--- src/rtl/fwm_pkg.sv ---
// fwm_pkg: shared constants and types of the free level watermark monitor
package fwm_pkg;

  // default widths of the item fields
  localparam int LEVEL_BITS_DEF = 24;
  localparam int TIME_BITS_DEF  = 48;
  localparam int DEPTH_BITS_DEF = 8;

  // configuration port
  localparam int PADDR_BITS = 4;
  localparam int PDATA_BITS = 32;

  // register indexes, taken from paddr[3:2]
  localparam logic [1:0] REG_WARN_THRESHOLD = 2'd0;
  localparam logic [1:0] REG_PAGE_TAIL      = 2'd1;
  localparam logic [1:0] REG_MINUTE_LENGTH  = 2'd2;
  localparam logic [1:0] REG_SAMPLE_GAP     = 2'd3;

  // register reset values
  localparam logic [23:0] WARN_THRESHOLD_RST = 24'd32768;
  localparam logic [23:0] PAGE_TAIL_RST      = 24'd200000;
  localparam logic [31:0] MINUTE_LENGTH_RST  = 32'd60000000;
  localparam logic [15:0] SAMPLE_GAP_RST     = 16'd1000;

  // command codes
  localparam logic [2:0] CMD_SAMPLE       = 3'd0;
  localparam logic [2:0] CMD_PAGE_ENTER   = 3'd1;
  localparam logic [2:0] CMD_PAGE_LEAVE   = 3'd2;
  localparam logic [2:0] CMD_WINDOW_RESET = 3'd3;
  localparam logic [2:0] CMD_TAKE_WARNING = 3'd4;

  // phase codes
  localparam logic [1:0] PH_IDLE   = 2'd0;
  localparam logic [1:0] PH_STREAM = 2'd1;
  localparam logic [1:0] PH_PAGE   = 2'd2;

  // warning status codes
  localparam logic [1:0] ST_NONE    = 2'd0;
  localparam logic [1:0] ST_PENDING = 2'd1;
  localparam logic [1:0] ST_HANDED  = 2'd2;
  localparam logic [1:0] ST_EARLIER = 2'd3;

  // configuration register set
  typedef struct packed {
    logic [23:0] warn_threshold;
    logic [23:0] page_tail_us;
    logic [31:0] minute_length_us;
    logic [15:0] sample_gap_us;
  } cfg_t;

endpackage

--- src/rtl/fwm_regs.sv ---
// fwm_regs: configuration registers behind the apb-style port
module fwm_regs (
  input  logic                          clk,
  input  logic                          rst,
  input  logic                          psel,
  input  logic                          penable,
  input  logic                          pwrite,
  input  logic [fwm_pkg::PADDR_BITS-1:0] paddr,
  input  logic [fwm_pkg::PDATA_BITS-1:0] pwdata,
  output logic [fwm_pkg::PDATA_BITS-1:0] prdata,
  output logic                          pready,
  output fwm_pkg::cfg_t                 cfg
);
  import fwm_pkg::*;

  logic       wr_en;
  logic [1:0] reg_sel;

  assign pready  = 1'b1;
  assign wr_en   = psel && penable && pwrite;
  assign reg_sel = paddr[3:2];

  // register writes
  always_ff @(posedge clk) begin
    if (rst) begin
      cfg.warn_threshold   <= WARN_THRESHOLD_RST;
      cfg.page_tail_us     <= PAGE_TAIL_RST;
      cfg.minute_length_us <= MINUTE_LENGTH_RST;
      cfg.sample_gap_us    <= SAMPLE_GAP_RST;
    end else if (wr_en) begin
      unique case (reg_sel)
        REG_WARN_THRESHOLD: cfg.warn_threshold   <= pwdata[23:0];
        REG_PAGE_TAIL:      cfg.page_tail_us     <= pwdata[23:0];
        REG_MINUTE_LENGTH:  cfg.minute_length_us <= pwdata[31:0];
        REG_SAMPLE_GAP:     cfg.sample_gap_us    <= pwdata[15:0];
        default: ;
      endcase
    end
  end

  // read back
  always_comb begin
    unique case (reg_sel)
      REG_WARN_THRESHOLD: prdata = {8'd0, cfg.warn_threshold};
      REG_PAGE_TAIL:      prdata = {8'd0, cfg.page_tail_us};
      REG_MINUTE_LENGTH:  prdata = cfg.minute_length_us;
      REG_SAMPLE_GAP:     prdata = {16'd0, cfg.sample_gap_us};
      default:            prdata = '0;
    endcase
  end

endmodule

--- src/rtl/free_level_watermark_monitor.sv ---
// free_level_watermark_monitor: top level of the free level watermark monitor
//
//   channel   direction  handshake              payload
//   in        input      in_valid / in_stall    command, time_us, free_level, client_connected
//   out       output     out_valid / out_stall  warning, minima, minute values, minutes_done
//   cfg       input      psel/penable/pready    paddr, pwdata, prdata
//
// one item per cycle while the output is not stalled; an accepted item goes into the input
// register and then into the output register, where its result can be taken
// every item gives exactly one result item
// rst is synchronous and clears all tracking state; the first sample that passes the gap check starts the window
// a stalled output holds the item in the input register; while a result waits, one
// more item can still be taken into an empty input register
module free_level_watermark_monitor #(
  parameter int LEVEL_BITS = fwm_pkg::LEVEL_BITS_DEF,
  parameter int TIME_BITS  = fwm_pkg::TIME_BITS_DEF,
  parameter int DEPTH_BITS = fwm_pkg::DEPTH_BITS_DEF
) (
  input  logic                           clk,
  input  logic                           rst,
  // input channel
  input  logic                           in_valid,
  output logic                           in_stall,
  input  logic [2:0]                     command,
  input  logic [TIME_BITS-1:0]           time_us,
  input  logic [LEVEL_BITS-1:0]          free_level,
  input  logic                           client_connected,
  // output channel
  output logic                           out_valid,
  input  logic                           out_stall,
  output logic [1:0]                     warn_status,
  output logic [LEVEL_BITS-1:0]          warn_level,
  output logic [1:0]                     warn_phase,
  output logic [LEVEL_BITS-1:0]          window_min,
  output logic [LEVEL_BITS-1:0]          idle_min,
  output logic [LEVEL_BITS-1:0]          stream_min,
  output logic [LEVEL_BITS-1:0]          page_min,
  output logic [LEVEL_BITS-1:0]          first_minute_min,
  output logic [LEVEL_BITS-1:0]          last_minute_min,
  output logic [LEVEL_BITS-1:0]          first_minute_max,
  output logic [LEVEL_BITS-1:0]          last_minute_max,
  output logic [31:0]                    minutes_done,
  // configuration port
  input  logic                           psel,
  input  logic                           penable,
  input  logic                           pwrite,
  input  logic [fwm_pkg::PADDR_BITS-1:0] paddr,
  input  logic [fwm_pkg::PDATA_BITS-1:0] pwdata,
  output logic [fwm_pkg::PDATA_BITS-1:0] prdata,
  output logic                           pready
);
  import fwm_pkg::*;

  typedef logic [TIME_BITS-1:0]  time_t;
  typedef logic [LEVEL_BITS-1:0] level_t;
  typedef logic [DEPTH_BITS-1:0] depth_t;

  localparam level_t LEVEL_ONES = {LEVEL_BITS{1'b1}};
  localparam depth_t DEPTH_MAX  = {DEPTH_BITS{1'b1}};

  cfg_t cfg;

  // input register
  logic       s1_valid;
  logic [2:0] s1_command;
  time_t      s1_time;
  level_t     s1_free;
  logic       s1_client;
  logic       s1_load;
  logic       s1_adv;

  // tracking state
  level_t      idle_minimum, idle_minimum_next;
  level_t      stream_minimum, stream_minimum_next;
  level_t      page_minimum, page_minimum_next;
  level_t      window_minimum, window_minimum_next;
  level_t      minute_min_now, minute_min_now_next;
  level_t      minute_max_now, minute_max_now_next;
  level_t      minute_min_first, minute_min_first_next;
  level_t      minute_min_last, minute_min_last_next;
  level_t      minute_max_first, minute_max_first_next;
  level_t      minute_max_last, minute_max_last_next;
  logic [31:0] minute_count, minute_count_next;
  time_t       minute_start, minute_start_next;
  time_t       last_sample, last_sample_next;
  depth_t      page_depth, page_depth_next;
  time_t       page_left, page_left_next;
  logic        page_left_seen, page_left_seen_next;
  logic        warning_pending, warning_pending_next;
  logic        warning_given, warning_given_next;
  level_t      warning_level, warning_level_next;
  logic [1:0]  warning_phase, warning_phase_next;
  logic        window_reset_pending, window_reset_pending_next;
  logic [1:0]  status_next;

  // sample datapath
  time_t       gap_diff;
  logic        sample_ok;
  time_t       tail_diff;
  logic        in_tail;
  logic [1:0]  phase;
  level_t      mmin_upd;
  level_t      mmax_upd;
  level_t      first_min_base, first_max_base, last_min_base, last_max_base;
  logic [31:0] count_base;
  time_t       start_base;
  time_t       minute_diff;
  logic        roll;
  logic        below_warn;

  fwm_regs u_regs (
    .clk     (clk),
    .rst     (rst),
    .psel    (psel),
    .penable (penable),
    .pwrite  (pwrite),
    .paddr   (paddr),
    .pwdata  (pwdata),
    .prdata  (prdata),
    .pready  (pready),
    .cfg     (cfg)
  );

  // handshake
  assign s1_adv   = s1_valid && (!out_valid || !out_stall);
  assign in_stall = s1_valid && !s1_adv;
  assign s1_load  = in_valid && !in_stall;

  // input register
  always_ff @(posedge clk) begin
    if (rst) begin
      s1_valid <= 1'b0;
    end else if (s1_load) begin
      s1_valid <= 1'b1;
    end else if (s1_adv) begin
      s1_valid <= 1'b0;
    end
    if (s1_load) begin
      s1_command <= command;
      s1_time    <= time_us;
      s1_free    <= free_level;
      s1_client  <= client_connected;
    end
  end

  // sample checks that stand beside the state update
  always_comb begin
    gap_diff    = s1_time - last_sample;
    sample_ok   = (s1_time >= last_sample) && (gap_diff >= time_t'(cfg.sample_gap_us));
    tail_diff   = s1_time - page_left;
    in_tail     = page_left_seen && (s1_time >= page_left)
                  && (tail_diff < time_t'(cfg.page_tail_us));
    below_warn  = 32'(s1_free) < 32'(cfg.warn_threshold);
    if (page_depth != '0 || in_tail) begin
      phase = PH_PAGE;
    end else if (s1_client) begin
      phase = PH_STREAM;
    end else begin
      phase = PH_IDLE;
    end

    // a pending window reset starts the minute at the sample and clears the minute history
    if (window_reset_pending) begin
      mmin_upd       = s1_free;
      mmax_upd       = s1_free;
      first_min_base = LEVEL_ONES;
      first_max_base = LEVEL_ONES;
      last_min_base  = LEVEL_ONES;
      last_max_base  = LEVEL_ONES;
      count_base     = '0;
      start_base     = s1_time;
    end else begin
      mmin_upd       = (s1_free < minute_min_now) ? s1_free : minute_min_now;
      mmax_upd       = (s1_free > minute_max_now) ? s1_free : minute_max_now;
      first_min_base = minute_min_first;
      first_max_base = minute_max_first;
      last_min_base  = minute_min_last;
      last_max_base  = minute_max_last;
      count_base     = minute_count;
      start_base     = minute_start;
    end
    minute_diff = s1_time - start_base;
    roll        = (s1_time >= start_base)
                  && (minute_diff >= time_t'(cfg.minute_length_us));
  end

  // next state for the item in the input register
  always_comb begin
    idle_minimum_next         = idle_minimum;
    stream_minimum_next       = stream_minimum;
    page_minimum_next         = page_minimum;
    window_minimum_next       = window_minimum;
    minute_min_now_next       = minute_min_now;
    minute_max_now_next       = minute_max_now;
    minute_min_first_next     = minute_min_first;
    minute_min_last_next      = minute_min_last;
    minute_max_first_next     = minute_max_first;
    minute_max_last_next      = minute_max_last;
    minute_count_next         = minute_count;
    minute_start_next         = minute_start;
    last_sample_next          = last_sample;
    page_depth_next           = page_depth;
    page_left_next            = page_left;
    page_left_seen_next       = page_left_seen;
    warning_pending_next      = warning_pending;
    warning_given_next        = warning_given;
    warning_level_next        = warning_level;
    warning_phase_next        = warning_phase;
    window_reset_pending_next = window_reset_pending;
    status_next               = ST_NONE;

    unique case (s1_command)
      CMD_SAMPLE: begin
        if (sample_ok) begin
          last_sample_next          = s1_time;
          window_reset_pending_next = 1'b0;
          // phase minima
          if (phase == PH_IDLE && s1_free < idle_minimum) begin
            idle_minimum_next = s1_free;
          end
          if (phase == PH_STREAM && s1_free < stream_minimum) begin
            stream_minimum_next = s1_free;
          end
          if (phase == PH_PAGE && s1_free < page_minimum) begin
            page_minimum_next = s1_free;
          end
          // window minimum
          if (window_reset_pending || s1_free < window_minimum) begin
            window_minimum_next = s1_free;
          end
          // minute tracking and rollover
          minute_min_first_next = first_min_base;
          minute_max_first_next = first_max_base;
          minute_min_last_next  = last_min_base;
          minute_max_last_next  = last_max_base;
          minute_count_next     = count_base;
          minute_start_next     = start_base;
          minute_min_now_next   = mmin_upd;
          minute_max_now_next   = mmax_upd;
          if (roll) begin
            minute_min_last_next = mmin_upd;
            minute_max_last_next = mmax_upd;
            if (count_base == '0) begin
              minute_min_first_next = mmin_upd;
              minute_max_first_next = mmax_upd;
            end
            if (count_base != 32'hFFFF_FFFF) begin
              minute_count_next = count_base + 32'd1;
            end
            minute_min_now_next = s1_free;
            minute_max_now_next = s1_free;
            minute_start_next   = s1_time;
          end
          // one-shot warning capture
          if (!warning_given && !warning_pending && below_warn) begin
            warning_level_next   = s1_free;
            warning_phase_next   = phase;
            warning_pending_next = 1'b1;
          end
        end
      end
      CMD_PAGE_ENTER: begin
        if (page_depth != DEPTH_MAX) begin
          page_depth_next = page_depth + depth_t'(1);
        end
      end
      CMD_PAGE_LEAVE: begin
        if (page_depth != '0) begin
          page_depth_next = page_depth - depth_t'(1);
        end
        page_left_next      = s1_time;
        page_left_seen_next = 1'b1;
      end
      CMD_WINDOW_RESET: begin
        window_reset_pending_next = 1'b1;
      end
      CMD_TAKE_WARNING: begin
        if (warning_pending) begin
          warning_given_next   = 1'b1;
          warning_pending_next = 1'b0;
        end
      end
      default: ;
    endcase

    // warning status after the item
    if (s1_command == CMD_TAKE_WARNING && warning_pending) begin
      status_next = ST_HANDED;
    end else if (warning_pending_next) begin
      status_next = ST_PENDING;
    end else if (warning_given_next) begin
      status_next = ST_EARLIER;
    end else begin
      status_next = ST_NONE;
    end
  end

  // tracking state commit
  always_ff @(posedge clk) begin
    if (rst) begin
      idle_minimum         <= LEVEL_ONES;
      stream_minimum       <= LEVEL_ONES;
      page_minimum         <= LEVEL_ONES;
      window_minimum       <= LEVEL_ONES;
      minute_min_now       <= LEVEL_ONES;
      minute_max_now       <= '0;
      minute_min_first     <= LEVEL_ONES;
      minute_min_last      <= LEVEL_ONES;
      minute_max_first     <= LEVEL_ONES;
      minute_max_last      <= LEVEL_ONES;
      minute_count         <= '0;
      minute_start         <= '0;
      last_sample          <= '0;
      page_depth           <= '0;
      page_left            <= '0;
      page_left_seen       <= 1'b0;
      warning_pending      <= 1'b0;
      warning_given        <= 1'b0;
      warning_level        <= '0;
      warning_phase        <= PH_IDLE;
      window_reset_pending <= 1'b1;
    end else if (s1_adv) begin
      idle_minimum         <= idle_minimum_next;
      stream_minimum       <= stream_minimum_next;
      page_minimum         <= page_minimum_next;
      window_minimum       <= window_minimum_next;
      minute_min_now       <= minute_min_now_next;
      minute_max_now       <= minute_max_now_next;
      minute_min_first     <= minute_min_first_next;
      minute_min_last      <= minute_min_last_next;
      minute_max_first     <= minute_max_first_next;
      minute_max_last      <= minute_max_last_next;
      minute_count         <= minute_count_next;
      minute_start         <= minute_start_next;
      last_sample          <= last_sample_next;
      page_depth           <= page_depth_next;
      page_left            <= page_left_next;
      page_left_seen       <= page_left_seen_next;
      warning_pending      <= warning_pending_next;
      warning_given        <= warning_given_next;
      warning_level        <= warning_level_next;
      warning_phase        <= warning_phase_next;
      window_reset_pending <= window_reset_pending_next;
    end
  end

  // output register
  always_ff @(posedge clk) begin
    if (rst) begin
      out_valid <= 1'b0;
    end else if (s1_adv) begin
      out_valid <= 1'b1;
    end else if (!out_stall) begin
      out_valid <= 1'b0;
    end
    if (s1_adv) begin
      warn_status      <= status_next;
      warn_level       <= warning_level_next;
      warn_phase       <= warning_phase_next;
      window_min       <= window_minimum_next;
      idle_min         <= idle_minimum_next;
      stream_min       <= stream_minimum_next;
      page_min         <= page_minimum_next;
      first_minute_min <= minute_min_first_next;
      last_minute_min  <= minute_min_last_next;
      first_minute_max <= minute_max_first_next;
      last_minute_max  <= minute_max_last_next;
      minutes_done     <= minute_count_next;
    end
  end

  // the warning is never pending and handed over at once
  a_warn_exclusive: assert property (@(posedge clk) disable iff (rst)
    !(warning_pending && warning_given))
    else $error("warning pending and given together");

  // taking a pending warning hands it over
  a_warn_take: assert property (@(posedge clk) disable iff (rst)
    s1_adv && s1_command == CMD_TAKE_WARNING && warning_pending
    |=> warning_given && !warning_pending && out_valid && warn_status == ST_HANDED)
    else $error("pending warning not handed over");

  // before the first rollover the first-minute values read as never seen
  a_first_minute: assert property (@(posedge clk) disable iff (rst)
    minute_count == '0 |-> minute_min_first == LEVEL_ONES && minute_max_first == LEVEL_ONES)
    else $error("first minute set without a rollover");

  // the input side only waits behind a full input register
  a_stall_cause: assert property (@(posedge clk) disable iff (rst)
    in_stall |-> s1_valid && out_valid && out_stall)
    else $error("input stalled without a blocked result");

endmodule

--- config.mk ---
export PLATFORM = sky130hd
export DESIGN_NAME = free_level_watermark_monitor
export DESIGN_NICKNAME = d
export VERILOG_FILES = /design/src/rtl/fwm_pkg.sv /design/src/rtl/fwm_regs.sv /design/src/rtl/free_level_watermark_monitor.sv
export SDC_FILE = /design/constraint.sdc
export NUM_CORES = 2
export LEC_CHECK = 0
export ABC_AREA = 0
export CAP_MARGIN = 30
export CORE_UTILIZATION = 50
export CTS_CLUSTER_DIAMETER = 150
export DETAILED_ROUTE_END_ITERATION = 7
export DONT_BUFFER_PORTS = 1
export GPL_ROUTABILITY_DRIVEN = 0
export GPL_TIMING_DRIVEN = 0
export PLACE_DENSITY = 0.68
export SETUP_SLACK_MARGIN = 0.15
export SLEW_MARGIN = 20
export SYNTH_ARGS = -nofsm -noshare
export SYNTH_HDL_FRONTEND = slang
export SYNTH_SLANG_ARGS = --single-unit
--- constraint.sdc ---
create_clock -name clk -period 7.91 [get_ports clk]
set_clock_uncertainty 0.15 [all_clocks]
set_input_delay 0.791 -clock clk [delete_from_list [all_inputs] [get_ports clk]]
set_output_delay 0.791 -clock clk [all_outputs]
set_load 0.01 [all_outputs]
==> summary by stage <==
Job
Across the run, the number of max-cap violations was 0.

Logic synthesis
The leading cell type by number of instances after synthesis is nand2_1. The cell count after synthesis came out at 5620. Counting flops with a built-in enable in the synthesized netlist gives 328. The number of warnings issued by yosys is 0. The post-synthesis average cell area is 9.159 sq um. In the synthesized netlist the async set-or-reset flop fraction comes to 0%. Summing every instance area after synthesis gives 0.05147 sq mm. Synthesis produced a netlist with a net count of 6128. Sorting the synthesized cells by how often they occur yields nand2_1 (671), dfxtp_1 (552), nor2_1 (418). The top cell type by area accounts for 21.47% of the synthesized area. The primary flip-flop cell chosen by synthesis mapping is dfxtp_1. Synthesis instantiated 93 different standard cells from the library.

Sequential elements use 40.60% of the synthesized area. Sorting the synthesized cells by area gives the leading types as dfxtp_1 (21%), edfxtp_1 (19%), ha_1 (9.4%), mux2i_1 (6.9%), nand2_1 (4.9%). Synthesis inferred 880 register bits. Of all cell types, the one taking the most synthesized area is dfxtp_1.

Clocking
CTS built an H-tree with a depth of 3. The clock drives 880 sinks. The maximum buffer depth of the clock tree is 3. The CTS tree is done.

The clock slew seen by the registers of the worst setup and hold paths is 70 ps. The clock reaches the later pin of the worst-skew pair after 720 ps. CTS placed an instance of clkbuf_16 at the clock tree root. TritonCTS created 93 clock buffers.

Timing
The number of pins exceeding their max-slew limit in the final report was 0. The final count of negative-setup-slack endpoints is 0. The worst path in the final design needs a cycle of 7696 ps, including I/O delays and setup.

The highest clock frequency the design can meet is 129.9 MHz. In this run the tightest slew margin relative to its limit is 24.92%. The final worst-path cycle share is 97.29%. Setup slack on the critical path of the routed design comes to 214.5 ps. The total negative slack is 0 ps. For the pin with the worst max-slew slack, the measured transition is 1126 ps. The number of hold violations in the final report is 0. Setup repair after global routing could not meet its margin everywhere.

Critical path
Data arrives at the worst endpoint at 7930 ps. The family of cells with the greatest summed delay on the critical path is compound AO/OA/AOI/OAI gates. The worst setup path is of the reg2reg kind.

Together, buffers and inverters on the worst path number 6. The startpoint class of the critical path is a register. The critical path required time is 8140 ps.

The delay of the slowest cell on the worst path is 690 ps. Along the worst path, the maximum fanout reaches 10. The worst setup path is captured at a register. The largest individual stage delay along the critical path comes from the cell o311ai_0.

Pwr
The maximum vdd drop is 0.0002067 V. The analysis attributes to cell leakage a power of 22.21 nW. Internal power comes to 7.690 mW. The part of the power in registers is 45.7%. The part of the total power dissipated in the clock network is 40.6%. The net switching power is 3.048 mW. The combinational fraction of design power is 13.7%.

Net switching is 28.39% of the power. The power density over the cells is 188.5 mW/mm^2.

Die
The die covers 0.1042 sq mm. During I/O placement, the number of pins put on the boundary was 406. From left edge to right edge, the die measures 322.9 microns. The cell row count is 117. The floorplan step defined a core boundary enclosing 0.1019 sq mm. The die is 322.9 microns tall. The initial utilization of the core area, before any placement, comes to 50.52%.

Routing
After detailed routing, the number of vias per cell comes to 6.214. After the first detailed-routing iteration, the DRC count stood at 5083. The detailed-route wire length per cell is 24.29 microns.

The count of antenna-violating nets left after detailed routing is 0. The remaining routing DRC violations is 0. Summed over all layers, the routed wires come to 174900 microns. The final route contains 44732 vias.

The count of TritonRoute iterations in the first routing pass is 6.

Status
The run finished with clean final reports.

Global routing
The global-route total usage across every layer is 32.52%. The total grt overflow is 0. The initial antenna violation count was 19. The first-pass GRT wire length is 256900 microns. The largest net degree at the start of global routing is 140. The via count of the first global-routing pass is 41451.

Placed design
The setup slack at placement is -2887 ps. After legalization and detailed placement, the total HPWL measured 135400 microns. During placement, the flow inserted port buffers numbering 0.

Finish
Of the cells placed in the final design, the portion with a size suffix greater than 1 is 8.329%. The number of nets in the finished design is 6253. From synthesis to final layout, the design area changed by 10.67%.

Worst hold path
The worst hold-check path type is in2reg.
==> per-stage QoR <==
stage          cells  area (sq um)  power [mW]  util, %  hold slack [ps]
6_report        7199         56970       10.74    55.91            31.74
3_5_place_dp    6997         53340       6.386    52.35            296.3
2_1_floorplan   5620         51480       5.935        -            284.1
4_1_cts         7181         56670       10.73    55.62            3.831
5_1_grt         7193         56950       11.10    55.90            6.592
3_3_place_gp    6988         53190       6.367    52.20            291.4
==> final cells by class <==
class                   instances  area [sq um]
diodes                          8         20.02
plain buffers                 348          1587
clock buffers                 119          2526
clock inverters                54         498.0
fillers                      9120         44920
inverters                     398          1506
multi-input cells            3994         27900
flip-flops and latches        880         20900
well taps                    1368          1712
repair buffers                 30         320.3
==> layer usage <==
layer	up-vias	track usage, %	share of wire [%]
met1	21256	40.00	39
met4	20	18.35	6.4
met3	579	6.718	9.1
met5	-	0	0.074
met2	2289	52.99	46
li1	20588	-	-
==> worst reg2reg max path: cells and delay by family, from the launching register on <==
family	cells	cell delay [ps]
AO/OA/AOI/OAI	12	2660
XOR/XNOR	1	150
adder cells (fa/ha/maj)	3	860
buffers and inverters	6	1250
flip-flops	1	310
multiplexers	1	190
AND/OR/NAND/NOR	7	1780
==> registers in the layout (all words and copies together) (netlist names), 32 cells and up <==
name and count:
last_sample 48, minute_count 32, minute_start 48, minutes_done 32
page_left 48, s1_time 48, u_regs.cfg 96
==> worst paths after layout <==
kind	start	to	slack, ps	depth (start not counted)
worst min-delay path	command[1]	s1_command[1]$_DFFE_PP_	30	0
worst max register to register	window_reset_pending$_SDFFE_PP1P_	minutes_done[24]$_DFFE_PP_	210	30
worst min register to register	page_left[26]$_SDFFE_PP0P_	page_left[26]$_SDFFE_PP0P_	300	2
worst max-delay path	window_reset_pending$_SDFFE_PP1P_	minutes_done[24]$_DFFE_PP_	210	30
==> kinds of logic (layout without fill, tap and decap cells) <==
family / count (synthesis) / in the layout / synth area share [%]
DFF: 880 / 880 / 40.60
muxes: 496 / 496 / 10.34
buffers and inverters: 746 / 949 / 5.785
xor gates and xnor gates: 94 / 94 / 1.599
AOI/OAI and AO/OA: 1346 / 1346 / 17.33
other: 1 / 9 / 0.007285
and+or+nand+nor: 1668 / 1668 / 14.83
adders and majority gates: 389 / 389 / 9.514
==> repair_timing <==
action / in CTS / in global routing
pin swaps: 2 / 5
gates resized for setup: 52 / 67
hold buffers: 7 / 0
hold endpoints to repair: 7 / 0
setup buffers: 4 / 7
endpoints found under the setup margin: 465 / 537
==> layout by cell type, fill, tap and decap left out, drive strengths merged, types with 54 or more instances in the layout <==
cell type	instances
nor2	419
a21oi	418
inv	401
a2bb2oi	146
ha	385
o21a	54
xnor2	57
o211ai	66
a21o	89
o21ai	218
nand4	124
mux2	125
dfxtp	552
nor4	54
nor3	60
mux2i	355
buf	130
nand2	673
edfxtp	328
a22oi	56
clkbuf	360
nand3	110
==> power groups by stage <==
stage	Clock, mW	Sequential (mW)	Combinational (mW)
finish	4.36	4.90	1.47
global route	4.60	4.91	1.60
CTS	4.41	4.90	1.42
detailed placement	0	4.99	1.39
global placement	0	5.01	1.36
floorplan	0	4.94	0.992
(Power assumes the default switching activity.)
